**config.mk**
```make
export PLATFORM = sky130hd
export DESIGN_NAME = command_line_word_splitter_flat
export DESIGN_NICKNAME = d
export VERILOG_FILES = /design/src/rtl/cws_pkg.sv /design/src/rtl/cws_if.sv /design/src/rtl/cws_in_stage.sv /design/src/rtl/cws_lexer.sv /design/src/rtl/cws_out_stage.sv /design/src/rtl/command_line_word_splitter.sv /design/src/flat_wrapper.sv
export SDC_FILE = /design/constraint.sdc
export NUM_CORES = 1
export LEC_CHECK = 0
export BUFFER_PORTS_ARGS = -buffer_cell sky130_fd_sc_hd__clkbuf_2
export CORE_UTILIZATION = 30
export CTS_CLUSTER_DIAMETER = 200
export CTS_CLUSTER_SIZE = 12
export DETAILED_ROUTE_END_ITERATION = 6
export SYNTH_ARGS = -nofsm -noshare
export SYNTH_HDL_FRONTEND = slang
export SYNTH_SLANG_ARGS = --single-unit
```
**constraint.sdc**
```tcl
create_clock -name clk -period 3.1 [get_ports clk]
set_input_delay 0 -clock clk [delete_from_list [all_inputs] [get_ports clk]]
set_output_delay 0 -clock clk [all_outputs]
set_load 0.05 [all_outputs]
```
**src/rtl/cws_pkg.sv**
```systemverilog
// Package: shared types and character/code constants for the command line word splitter.
package cws_pkg;

  // Special characters.
  localparam logic [15:0] CH_DQUOTE = 16'h0022;
  localparam logic [15:0] CH_SQUOTE = 16'h0027;
  localparam logic [15:0] CH_BSLASH = 16'h005C;
  localparam logic [15:0] CH_SPACE  = 16'h0020;

  // Input action codes.
  localparam logic ACT_CHAR = 1'b0;
  localparam logic ACT_END  = 1'b1;

  // Result event codes.
  localparam logic EV_APPEND = 1'b0;
  localparam logic EV_DONE   = 1'b1;

  // Rule modes.
  localparam logic MODE_WIN  = 1'b0;
  localparam logic MODE_BASH = 1'b1;

  typedef struct packed {
    logic        action;
    logic [15:0] char_code;
  } cws_item_t;

  typedef struct packed {
    logic        event_kind;
    logic [15:0] char_out;
    logic        was_quoted;
  } cws_result_t;

  typedef struct packed {
    logic in_double_quotes;
    logic in_single_quotes;
    logic quote_just_closed;
    logic escape_pending;
    logic argument_nonempty;
  } cws_flags_t;

  // Handshake between the input register and the lexer.
  typedef struct packed {
    logic      step;   // item moves from input register into the lexer
    cws_item_t item;
  } cws_step_t;

endpackage

```
**src/rtl/cws_if.sv**
```systemverilog
// Interfaces: valid/ready word channels for input items and result items.
interface cws_in_if;
  logic        valid;
  logic        ready;
  logic        action;
  logic [15:0] char_code;

  modport source (output valid, output action, output char_code, input ready);
  modport sink   (input valid, input action, input char_code, output ready);
endinterface

interface cws_out_if;
  logic        valid;
  logic        ready;
  logic        event_kind;
  logic [15:0] char_out;
  logic        was_quoted;

  modport source (output valid, output event_kind, output char_out, output was_quoted,
                  input ready);
  modport sink   (input valid, input event_kind, input char_out, input was_quoted,
                  output ready);
endinterface

```
**src/rtl/cws_in_stage.sv**
```systemverilog
// Input register: holds one accepted word until the lexer takes it.
module cws_in_stage (
  input  logic             clk,
  input  logic             rst_n,
  input  logic             in_valid,
  output logic             in_ready,
  input  cws_pkg::cws_item_t in_item,
  input  logic             slot_free,
  output cws_pkg::cws_step_t step
);
  import cws_pkg::*;

  logic      valid_r, valid_nxt;
  cws_item_t item_r;
  logic      advance;

  assign advance  = valid_r && slot_free;
  assign in_ready = !valid_r || advance;

  always_comb begin
    valid_nxt = valid_r;
    if (in_valid && in_ready) begin
      valid_nxt = 1'b1;
    end else if (advance) begin
      valid_nxt = 1'b0;
    end
  end

  always_ff @(posedge clk) begin
    if (!rst_n) begin
      valid_r <= 1'b0;
    end else begin
      valid_r <= valid_nxt;
    end
  end

  always_ff @(posedge clk) begin
    if (in_valid && in_ready) begin
      item_r <= in_item;
    end
  end

  assign step.step = advance;
  assign step.item = item_r;

endmodule

```
**src/rtl/cws_lexer.sv**
```systemverilog
// Lexer: quoting flags and the per-word split decision.
module cws_lexer (
  input  logic                 clk,
  input  logic                 rst_n,
  input  logic                 rule_mode,
  input  cws_pkg::cws_step_t   step,
  output logic                 emit,
  output cws_pkg::cws_result_t res
);
  import cws_pkg::*;

  cws_flags_t flags_r, flags_nxt;
  logic [15:0] c;

  assign c = step.item.char_code;

  always_comb begin
    flags_nxt = flags_r;
    emit      = 1'b0;
    res       = '0;
    if (step.item.action == ACT_END) begin
      if (flags_r.argument_nonempty) begin
        emit           = 1'b1;
        res.event_kind = EV_DONE;
        res.was_quoted = flags_r.in_double_quotes || flags_r.quote_just_closed ||
                         ((rule_mode == MODE_BASH) && flags_r.in_single_quotes);
      end
      flags_nxt = '0;
    end else if (rule_mode == MODE_WIN) begin
      if (flags_r.in_double_quotes) begin
        if (c == CH_DQUOTE) begin
          flags_nxt.in_double_quotes  = 1'b0;
          flags_nxt.quote_just_closed = 1'b1;
        end else begin
          emit = 1'b1;
          res.char_out = c;
          flags_nxt.argument_nonempty = 1'b1;
        end
      end else begin
        if (c == CH_DQUOTE) begin
          flags_nxt.in_double_quotes = 1'b1;
          if (flags_r.quote_just_closed) begin
            // quote after a closing quote: literal quote
            emit = 1'b1;
            res.char_out = CH_DQUOTE;
            flags_nxt.argument_nonempty = 1'b1;
          end
        end else if (c == CH_SPACE) begin
          if (flags_r.argument_nonempty || flags_r.quote_just_closed) begin
            emit           = 1'b1;
            res.event_kind = EV_DONE;
            res.was_quoted = flags_r.quote_just_closed;
            flags_nxt.argument_nonempty = 1'b0;
          end
        end else begin
          emit = 1'b1;
          res.char_out = c;
          flags_nxt.argument_nonempty = 1'b1;
        end
        flags_nxt.quote_just_closed = 1'b0;
      end
    end else begin
      if (flags_r.in_single_quotes) begin
        if (c == CH_SQUOTE) begin
          flags_nxt.in_single_quotes  = 1'b0;
          flags_nxt.quote_just_closed = 1'b1;
        end else begin
          emit = 1'b1;
          res.char_out = c;
          flags_nxt.argument_nonempty = 1'b1;
        end
      end else if (flags_r.escape_pending) begin
        flags_nxt.escape_pending = 1'b0;
        emit = 1'b1;
        res.char_out = c;
        flags_nxt.argument_nonempty = 1'b1;
      end else if (flags_r.in_double_quotes) begin
        if (c == CH_BSLASH) begin
          flags_nxt.escape_pending = 1'b1;
        end else if (c == CH_DQUOTE) begin
          flags_nxt.in_double_quotes  = 1'b0;
          flags_nxt.quote_just_closed = 1'b1;
        end else begin
          emit = 1'b1;
          res.char_out = c;
          flags_nxt.argument_nonempty = 1'b1;
        end
      end else begin
        if (c == CH_BSLASH) begin
          flags_nxt.escape_pending = 1'b1;
        end else if (c == CH_SQUOTE) begin
          flags_nxt.in_single_quotes = 1'b1;
        end else if (c == CH_DQUOTE) begin
          flags_nxt.in_double_quotes = 1'b1;
        end else if (c == CH_SPACE) begin
          if (flags_r.argument_nonempty || flags_r.quote_just_closed) begin
            emit           = 1'b1;
            res.event_kind = EV_DONE;
            res.was_quoted = flags_r.quote_just_closed;
            flags_nxt.argument_nonempty = 1'b0;
          end
        end else begin
          emit = 1'b1;
          res.char_out = c;
          flags_nxt.argument_nonempty = 1'b1;
        end
        flags_nxt.quote_just_closed = 1'b0;
      end
    end
  end

  always_ff @(posedge clk) begin
    if (!rst_n) begin
      flags_r <= '0;
    end else if (step.step) begin
      flags_r <= flags_nxt;
    end
  end

  // An end word leaves every flag clear.
  a_end_clears: assert property (@(posedge clk) disable iff (!rst_n)
    step.step && (step.item.action == ACT_END) |=> (flags_r == '0))
    else $error("flags not cleared after end word");

  // A completion carries no character; an append carries no quoted flag.
  a_done_zero_char: assert property (@(posedge clk) disable iff (!rst_n)
    emit && (res.event_kind == EV_DONE) |-> (res.char_out == '0))
    else $error("completion with nonzero character");

  a_append_unquoted: assert property (@(posedge clk) disable iff (!rst_n)
    emit && (res.event_kind == EV_APPEND) |-> !res.was_quoted)
    else $error("append with quoted flag");

  // An appended character always leaves the argument marked nonempty.
  a_append_nonempty: assert property (@(posedge clk) disable iff (!rst_n)
    step.step && emit && (res.event_kind == EV_APPEND) |=> flags_r.argument_nonempty)
    else $error("append did not mark argument nonempty");

endmodule

```
**src/rtl/cws_out_stage.sv**
```systemverilog
// Result register: holds one result word until the sink takes it.
module cws_out_stage (
  input  logic                 clk,
  input  logic                 rst_n,
  input  logic                 load,
  input  cws_pkg::cws_result_t res,
  output logic                 slot_free,
  output logic                 out_valid,
  input  logic                 out_ready,
  output cws_pkg::cws_result_t out_res
);
  import cws_pkg::*;

  logic        valid_r, valid_nxt;
  cws_result_t res_r;

  assign slot_free = !valid_r || out_ready;
  assign out_valid = valid_r;
  assign out_res   = res_r;

  always_comb begin
    valid_nxt = valid_r;
    if (load) begin
      valid_nxt = 1'b1;
    end else if (out_ready) begin
      valid_nxt = 1'b0;
    end
  end

  always_ff @(posedge clk) begin
    if (!rst_n) begin
      valid_r <= 1'b0;
    end else begin
      valid_r <= valid_nxt;
    end
  end

  always_ff @(posedge clk) begin
    if (load) begin
      res_r <= res;
    end
  end

endmodule

```
**src/rtl/command_line_word_splitter.sv**
```systemverilog
// Top level: command line word splitter, one 16-bit character word per cycle while out_word does not stall.
//
//   channel  | dir | handshake            | payload
//   ---------+-----+----------------------+-----------------------------------
//   in_word  | in  | valid/ready          | action, char_code
//   out_word | out | valid/ready          | event_kind, char_out, was_quoted
//   cfg      | in  | cfg_we (no ready)    | cfg_wdata = rule_mode
//
// Throughput is one word per cycle while the result register is not stalled. An accepted word loads
// the input register, then the lexer flags and the result register as it advances out of it.
// Reset is synchronous on rst_n low: clears valids and quoting flags, rule_mode to bash.
// A stalled result register holds the lexer, which holds the input register; in_ready
// drops only when both registers are full and out_ready is low.
// Words that cause no result (quote marks, escapes, leading spaces) still pass through the input register.
module command_line_word_splitter (
  input  logic      clk,
  input  logic      rst_n,
  cws_in_if.sink    in_word,
  cws_out_if.source out_word,
  input  logic      cfg_we,
  input  logic      cfg_wdata
);
  import cws_pkg::*;

  logic        rule_mode_r;
  cws_item_t   in_item;
  cws_step_t   step;
  logic        slot_free;
  logic        emit;
  cws_result_t res;
  cws_result_t out_res;

  // Mode register; the user must see that it is written only while the block is idle; not enforced.
  always_ff @(posedge clk) begin
    if (!rst_n) begin
      rule_mode_r <= MODE_BASH;
    end else if (cfg_we) begin
      rule_mode_r <= cfg_wdata;
    end
  end

  assign in_item.action    = in_word.action;
  assign in_item.char_code = in_word.char_code;

  // Hold the accepted word until the result slot can take its outcome.
  cws_in_stage u_in (
    .clk      (clk),
    .rst_n    (rst_n),
    .in_valid (in_word.valid),
    .in_ready (in_word.ready),
    .in_item  (in_item),
    .slot_free(slot_free),
    .step     (step)
  );

  // Advance the quoting flags and decide the result for this word.
  cws_lexer u_lex (
    .clk      (clk),
    .rst_n    (rst_n),
    .rule_mode(rule_mode_r),
    .step     (step),
    .emit     (emit),
    .res      (res)
  );

  // Load a result only when the word really produces one.
  cws_out_stage u_out (
    .clk      (clk),
    .rst_n    (rst_n),
    .load     (step.step && emit),
    .res      (res),
    .slot_free(slot_free),
    .out_valid(out_word.valid),
    .out_ready(out_word.ready),
    .out_res  (out_res)
  );

  assign out_word.event_kind = out_res.event_kind;
  assign out_word.char_out   = out_res.char_out;
  assign out_word.was_quoted = out_res.was_quoted;

endmodule
```
**src/flat_wrapper.sv**
```systemverilog
// flat-port wrapper written by rule: the top's interface ports become plain ports
module command_line_word_splitter_flat import cws_pkg::*;
  (clk, rst_n, cfg_we, cfg_wdata, in_word_valid, in_word_action, in_word_char_code, in_word_ready, out_word_valid, out_word_event_kind, out_word_char_out, out_word_was_quoted, out_word_ready);
  cws_in_if in_word_i ();
  cws_out_if out_word_i ();
  input  logic clk;
  input  logic rst_n;
  input  logic cfg_we;
  input  logic cfg_wdata;
  input wire logic [$bits(in_word_i.valid)-1:0] in_word_valid;
  input wire logic [$bits(in_word_i.action)-1:0] in_word_action;
  input wire logic [$bits(in_word_i.char_code)-1:0] in_word_char_code;
  output wire logic [$bits(in_word_i.ready)-1:0] in_word_ready;
  output wire logic [$bits(out_word_i.valid)-1:0] out_word_valid;
  output wire logic [$bits(out_word_i.event_kind)-1:0] out_word_event_kind;
  output wire logic [$bits(out_word_i.char_out)-1:0] out_word_char_out;
  output wire logic [$bits(out_word_i.was_quoted)-1:0] out_word_was_quoted;
  input wire logic [$bits(out_word_i.ready)-1:0] out_word_ready;
  assign in_word_i.valid = in_word_valid;
  assign in_word_i.action = in_word_action;
  assign in_word_i.char_code = in_word_char_code;
  assign in_word_ready = in_word_i.ready;
  assign out_word_valid = out_word_i.valid;
  assign out_word_event_kind = out_word_i.event_kind;
  assign out_word_char_out = out_word_i.char_out;
  assign out_word_was_quoted = out_word_i.was_quoted;
  assign out_word_i.ready = out_word_ready;
  command_line_word_splitter u_core (.clk(clk), .rst_n(rst_n), .in_word(in_word_i), .out_word(out_word_i), .cfg_we(cfg_we), .cfg_wdata(cfg_wdata));
endmodule
```
==> results.json, run 1 <==
{
  "r2r_cells": 10,
  "drtPass1Iterations": 6,
  "nNetsFinal": 264,
  "rows": 29,
  "avgSynthCellArea_um2": 11.7,
  "status": "finished clean",
  "final_antenna_net_count": 0,
  "p_switching_uw": 307,
  "wl_per_cell_um": 13.7,
  "insertion_delay_ns": 0.31,
  "hold_path.class": "in -> reg",
  "grt_pass1_wl_um": 7090,
  "synthCells": 175,
  "pwr-share-clk_pct": 35.6,
  "hold_violations": 0,
  "portBuffers": 42,
  "muxShareOfSynthArea_pct": 0.977,
  "avgViaCountPerCell": 5.07,
  "grtUsageTotal_pct": 12.8,
  "path_delay_family": "simple AND/OR/NAND/NOR gates",
  "cts_root_buf": "clkbuf_8",
  "fin_ws_ns": 0.472,
  "whs_ns": 0.0411,
  "initial_core_util_pct": 31.7,
  "cp_num_cells": 10,
  "swShare_pct": 24.4,
  "die_h_um": 84.7,
  "p_int_uw": 953,
  "synth_simple_gate_area_share_pct": 23.0,
  "drive_gt1_share_pct": 27.8,
  "place_ws_ns": 0.511,
  "cts_sinks": 43,
  "clk_path_buf_depth": 2,
  "vias": 1613,
  "synth.distinct_cells": 51,
  "p_seq_share_pct": 53.4,
  "synth-xor-area-share_pct": 0,
  "synth.yosys.warnings": 0,
  "worstHoldPathCells": 3,
  "async_flop_share_pct": 0,
  "crit_fanout": 6,
  "final.setup_skew_ns": 0.00595,
  "path_class": "reg -> reg",
  "tightest_slew_ns": 0.801,
  "cp-end-kind": "flop",
  "place.gp.congestion": 0.878,
  "fmax_ghz": 0.381,
  "clkTransAtPathRegs_ns": 0.09,
  "grt_start_max_net_pins": 19,
  "crit_path_cell_trace": "or4_4 > nor4_4 > and2_1 > nand2_4 > inv_2 > ha_1 > nor3_1 > a21oi_1 > or3_1 > a21boi_1",
  "synthAdderAreaFrac_pct": 0.611,
  "first_global_vias": 1493,
  "route.final.wire_length_um": 4340,
  "power.total_mw": 1.26,
  "io_pins": 43,
  "cts_tree": "built",
  "antenna_cells": 0,
  "synth-compound-area-share_pct": 12.0,
  "maxSlewViolCount": 0,
  "core_um2": 6460,
  "area_growth_pct": 29.1,
  "grt_overflow_total": 0,
  "power_density_nw_per_um2": 476,
  "cts_buffers": 5,
  "post-route-min-period_ns": 2.63,
  "cpPeakStageDelay_ns": 0.57,
  "place_area_um2": 2320,
  "drc_errors": 0,
  "cts_setup_buffers": 0,
  "start_kind": "flop",
  "p_leak_nw": 1.00,
  "syn_nets": 199,
  "synth_ff_type": "edfxtp_1",
  "dp_hpwl_um": 2990,
  "combPwrFrac_pct": 11.0,
  "drv_cap": 0,
  "fin_util_pct": 41.0,
  "cp.required_ns": 3.34,
  "rsz0062_at_grt": "false",
  "tns_ns": 0,
  "fp.dieArea_um2": 7170,
  "finalCritPeriodShare_pct": 84.8,
  "vdd_ir_drop_max_uv": 198,
  "final_cell_area_um2": 2650,
  "cts-hold-fix-buffers": 21,
  "ys_seq_area_share_pct": 59.1,
  "finalSetupViolCount": 0,
  "dpl.cell_count": 289,
  "cts_resized": 0,
  "worstPathBufferInverterCount": 1,
  "synth_top_family_by_area": "simple AND/OR/NAND/NOR gates",
  "synth_area_um2": 2050,
  "slowest_stage": "or4_4",
  "ys_seq_elements": 43,
  "fin_cells": 318,
  "antenna_found_initial": 0,
  "drt_iter0_markers": 189,
  "cp.arrival_ns": 2.87,
  "synth_edf_count": 35,
  "die_x_um": 84.7,
  "maxSlewHeadroom_pct": 46.6,
  "cts-htree-levels": 2
}
Yosys cell counts, types with 3 or more instances:
master | instances | area (µm²)
edfxtp_1 | 35 | 1050
and2_1 | 17 | 106
nand2_1 | 10 | 37.5
nor2_1 | 10 | 37.5
a21oi_1 | 9 | 45.0
nand3_1 | 9 | 45.0
dfxtp_1 | 8 | 160
inv_1 | 6 | 22.5
a31oi_1 | 4 | 25.0
clkbuf_1 | 4 | 15.0
nor2b_1 | 4 | 25.0
o21ai_0 | 4 | 20.0
o31ai_1 | 4 | 30.0
nor4_1 | 3 | 18.8
o211ai_1 | 3 | 22.5
layout make-up:
type | count | area (µm²)
Sequential cell | 43 | 1210
Timing Repair Buffer | 66 | 443
Tap cell | 77 | 96.3
Fill cell | 627 | 3810
Clock inverter | 3 | 46.3
Inverter | 7 | 26.3
Multi-Input combinational cell | 117 | 753
Clock buffer | 5 | 68.8
layer usage:
metal / wire (µm) / part of all wire, % / track usage [%] / up-vias
li1: - / - / - / 779
met5: 0 / 0 / 0 / -
met1: 1950 / 45 / 16.2 / 748
met4: 87 / 2.0 / 6.63 / 0
met3: 307 / 7.1 / 3.93 / 7
met2: 2000 / 46 / 19.7 / 79
logic make-up (layout without fill, tap and decap cells):
family                   after synthesis  count (layout)
AND/OR/NAND/NOR                       77              77
flip-flops                            43              43
AO/OA/AOI/OAI                         37              37
buffers and inverters                 15              81
multiplexers                           2               2
adder cells (fa/ha/maj)                1               1
worst register-to-register path, stage by stage (launching register included):
cell,delay (ns)
edfxtp_1,0.39
or4_4,0.57
nor4_4,0.29
and2_1,0.32
nand2_4,0.08
inv_2,0.07
ha_1,0.21
nor3_1,0.14
a21oi_1,0.05
or3_1,0.31
a21boi_1,0.14
placed cells by master, fill, tap and decap left out, drive strengths merged, types with 2 or more instances in the layout:
cell / instances
a21boi: 3
a21oi: 9
a31oi: 4
and2: 19
and3: 2
buf: 3
clkbuf: 47
dfxtp: 8
dlygate4sd3: 21
edfxtp: 35
inv: 8
mux2i: 2
nand2: 11
nand3: 9
nand4: 2
nor2: 10
nor2b: 4
nor3: 2
nor4: 4
o211ai: 3
o21ai: 5
o31ai: 4
or2: 2
or2b: 2
or3: 2
path summary, 6_finish.rpt:
kind         slack, ns                                    to                            startpoint
max               0.47  u_core.u_lex.flags_r[4]$_SDFFE_PN0P_        u_core.u_in.step[11]$_DFFE_PP_
min               0.04      u_core.u_in.valid_r$_SDFFE_PN0P_                        out_word_ready
max reg2reg       0.47  u_core.u_lex.flags_r[4]$_SDFFE_PN0P_        u_core.u_in.step[11]$_DFFE_PP_
min reg2reg       0.54  u_core.u_lex.flags_r[1]$_SDFFE_PN0P_  u_core.u_lex.flags_r[1]$_SDFFE_PN0P_
flip-flops by register name, indices dropped and copies added, names as in the netlist:
name	flops
u_core.u_out.out_valid	1
u_core.u_lex.flags_r	5
u_core.u_in.valid_r	1
u_core.u_in.step	17
u_core.u_out.out_res	18
u_core.rule_mode_r	1
power groups by stage:
stage	registers [mW]	clock network, mW	logic [mW]
floorplan	0.710	0	0.0555
global placement	0.686	0	0.117
detailed placement	0.686	0	0.117
CTS	0.673	0.457	0.138
global route	0.677	0.478	0.149
finish	0.673	0.449	0.139
Power figures use the tool's default switching activity.
==> inputs of run 2 (changes only) <==
--- a/config.mk
+++ b/config.mk
@@ -5,6 +5,7 @@
 export SDC_FILE = /design/constraint.sdc
 export NUM_CORES = 1
 export LEC_CHECK = 0
+export ABC_AREA = 1
 export BUFFER_PORTS_ARGS = -buffer_cell sky130_fd_sc_hd__clkbuf_2
 export CORE_UTILIZATION = 30
 export CTS_CLUSTER_DIAMETER = 200
==> constraint.sdc (replaced) <==
create_clock -name clk -period 2.4 [get_ports clk]
set_input_delay 0 -clock clk [delete_from_list [all_inputs] [get_ports clk]]
set_output_delay 0 -clock clk [all_outputs]
set_load 0.05 [all_outputs]
==> run 2 against run 1 <==
Against the previous run:
- clock skew grew 0.0045 ns
- count of clock-buffer cells in the layout is the same
- global-route usage grew 0.47 points
- worst hold slack lost 0.030 ns
- combinational power grew 37%
- wire length grew 3.4%
==> results.json, run 2 <==
{
  "status": "finished clean",
  "first_global_vias": 1647,
  "rsz0062_at_grt": "false",
  "synth_common_cells": "47 x nand2_1, 39 x inv_1, 35 x edfxtp_1, 30 x nor2_1, 14 x nand3_1",
  "ys_seq_area_share_pct": 56.1,
  "clkTransAtPathRegs_ns": 0.08,
  "route.final.wire_length_um": 4490,
  "final.setup_skew_ns": 0.0105,
  "die_x_um": 86.8,
  "wl_per_cell_um": 11.3,
  "slowest_stage": "edfxtp_1",
  "cpPeakStageDelay_ns": 0.41,
  "cts_buffers": 5,
  "ys_seq_elements": 43,
  "synth_top_area_share_pct": 48.7,
  "dp_hpwl_um": 3430,
  "fp.dieArea_um2": 7530,
  "drt_iter0_markers": 125,
  "vdd_ir_drop_max_uv": 317,
  "cpMostUsedCell": "nand2_1",
  "io_pins": 43,
  "drc_errors": 0,
  "crit_path_cell_trace": "nor2_1 > nand2_1 > nor2_4 > nand3_2 > nand2_1 > inv_1 > a21oi_2 > nand2_1 > inv_1 > buf_4",
  "grtUsageTotal_pct": 13.3,
  "power_density_nw_per_um2": 543,
  "synth.distinct_cells": 29,
  "rows": 30,
  "tightest_slew_ns": 0.663,
  "final_cell_mix": "47 x nand2_1, 42 x clkbuf_2, 39 x inv_1, 35 x edfxtp_1, 30 x nor2_1",
  "p_leak_nw": 1.24,
  "drtPass1Iterations": 4,
  "fin_util_pct": 40.2,
  "cts_root_buf": "clkbuf_8",
  "path_class": "reg -> reg",
  "fin_ws_ns": 0.431,
  "place.gp.congestion": 0.975,
  "drv_cap": 0,
  "drive_gt1_share_pct": 26.3,
  "synth.area.top_cells": "edfxtp_1 49%, nand2_1 8.2%, dfxtp_1 7.4%, inv_1 6.8%, nor2_1 5.2%",
  "reg2reg_slack_ns": 0.43,
  "maxSlewViolCount": 0,
  "post-route-min-period_ns": 1.97,
  "rr_startpoint": "u_core.u_in.step[13]$_DFFE_PP_",
  "antenna_found_initial": 0,
  "grt_pass1_wl_um": 7560,
  "place_ws_ns": 0.440,
  "cts_resized": 0,
  "synth.yosys.warnings": 0,
  "final_antenna_net_count": 0,
  "avgSynthCellArea_um2": 9.30,
  "insertion_delay_ns": 0.30,
  "fmax_ghz": 0.508,
  "critPathLaunch": "u_core.u_in.step[13]$_DFFE_PP_",
  "synth_area_um2": 2160,
  "largest_reg_flops": 18,
  "finalCritPeriodShare_pct": 82.1,
  "die_h_um": 86.8,
  "whs_ns": 0.0106,
  "vias": 1714,
  "cts_sinks": 43,
  "synth_edf_count": 35,
  "area_growth_pct": 28.0,
  "cts_tree": "built",
  "syn_nets": 256,
  "finalSetupViolCount": 0,
  "holdCritStartpoint": "out_word_ready",
  "antenna_cells": 0,
  "synthDominantAreaCellType": "edfxtp_1",
  "hold_path.class": "in -> reg",
  "clk_path_buf_depth": 2,
  "portBuffers": 42,
  "initial_core_util_pct": 31.4,
  "crit_fanout": 18,
  "grt_start_max_net_pins": 19,
  "synthCells": 232,
  "synth_ff_type": "edfxtp_1",
  "synth.most_common_cell": "nand2_1",
  "cts-htree-levels": 2,
  "core_um2": 6870,
  "path_delay_family": "simple AND/OR/NAND/NOR gates",
  "async_flop_share_pct": 0,
  "cp-end-kind": "flop",
  "cp.arrival_ns": 1.95,
  "avgViaCountPerCell": 4.33,
  "nNetsFinal": 324,
  "maxSlewHeadroom_pct": 55.8,
  "hold_violations": 0,
  "worstPathBufferInverterCount": 3,
  "cp.required_ns": 2.38,
  "start_kind": "flop",
  "grt_overflow_total": 0,
  "tns_ns": 0,
  "final_common_cell": "nand2_1"
}
==> run 2: changes by cell type after synthesis, sizes merged, moves of 6 or more <==
| cell | before | now |
|---|---|---|
| and2 | 19 | 0 |
| nand2 | 11 | 54 |
| inv | 7 | 42 |
| clkbuf | 6 | 0 |
| nor2 | 10 | 39 |
| nand3 | 9 | 18 |
==> run 2: final timing paths <==
path | cells past startpoint | to
hold reg to reg | 2 | u_core.u_out.out_valid$_SDFFE_PN0P_
hold / removal | 4 | u_core.u_out.out_valid$_SDFFE_PN0P_
setup / recovery | 10 | u_core.u_out.out_res[6]$_SDFFCE_PP0P_
setup reg to reg | 10 | u_core.u_out.out_res[6]$_SDFFCE_PP0P_
==> run 2: through the flow <==
stage	cell area, µm²	instances	total power, mW
CTS	2760	396	1.52
global placement	2470	368	1.05
global route	2760	396	1.57
finish	2760	396	1.50
floorplan	2160	232	0.998
detailed placement	2470	368	1.05
==> run 2: layout make-up <==
cell class	instances	area (µm²)
flip-flops and latches	43	1210
clock inverters	2	13.8
repair buffers	64	428
fillers	690	4110
inverters	43	161
multi-input cells	143	757
well taps	96	120
clock buffers	5	68.8
==> run 2: cell families after synthesis <==
group	after synthesis	share of synthesized area, %
flip-flops	43	56.1
AO/OA/AOI/OAI	22	6.03
buffers and inverters	46	8.76
adder cells (fa/ha/maj)	1	0.580
AND/OR/NAND/NOR	120	28.5
==> run 2: worst register-to-register path, stage by stage (launching register included) <==
cell and delay, ns:
edfxtp_1 0.41, nor2_1 0.11, nand2_1 0.09, nor2_4 0.32, nand3_2 0.12, nand2_1 0.07, inv_1 0.05, a21oi_2 0.10
nand2_1 0.09, inv_1 0.06, buf_4 0.23
==> run 2: report_power, final <==
group / internal [mW] / switching, mW / total (mW)
Sequential: 0.845 / 0.0265 / 0.871
Clock: 0.199 / 0.238 / 0.437
Combinational: 0.0726 / 0.119 / 0.191
==> run 2: what timing repair did <==
item,4_1_cts,5_1_grt
hold buffers,21,0
setup buffers,0,0
endpoints found under the hold margin,22,0
==> run 2: per-layer routing <==
layer / GRT usage (%) / wire (µm)
met3: 3.24 / 241
met4: 5.61 / 102
met5: 0 / 0
met1: 16.1 / 2010
met2: 22.3 / 2140
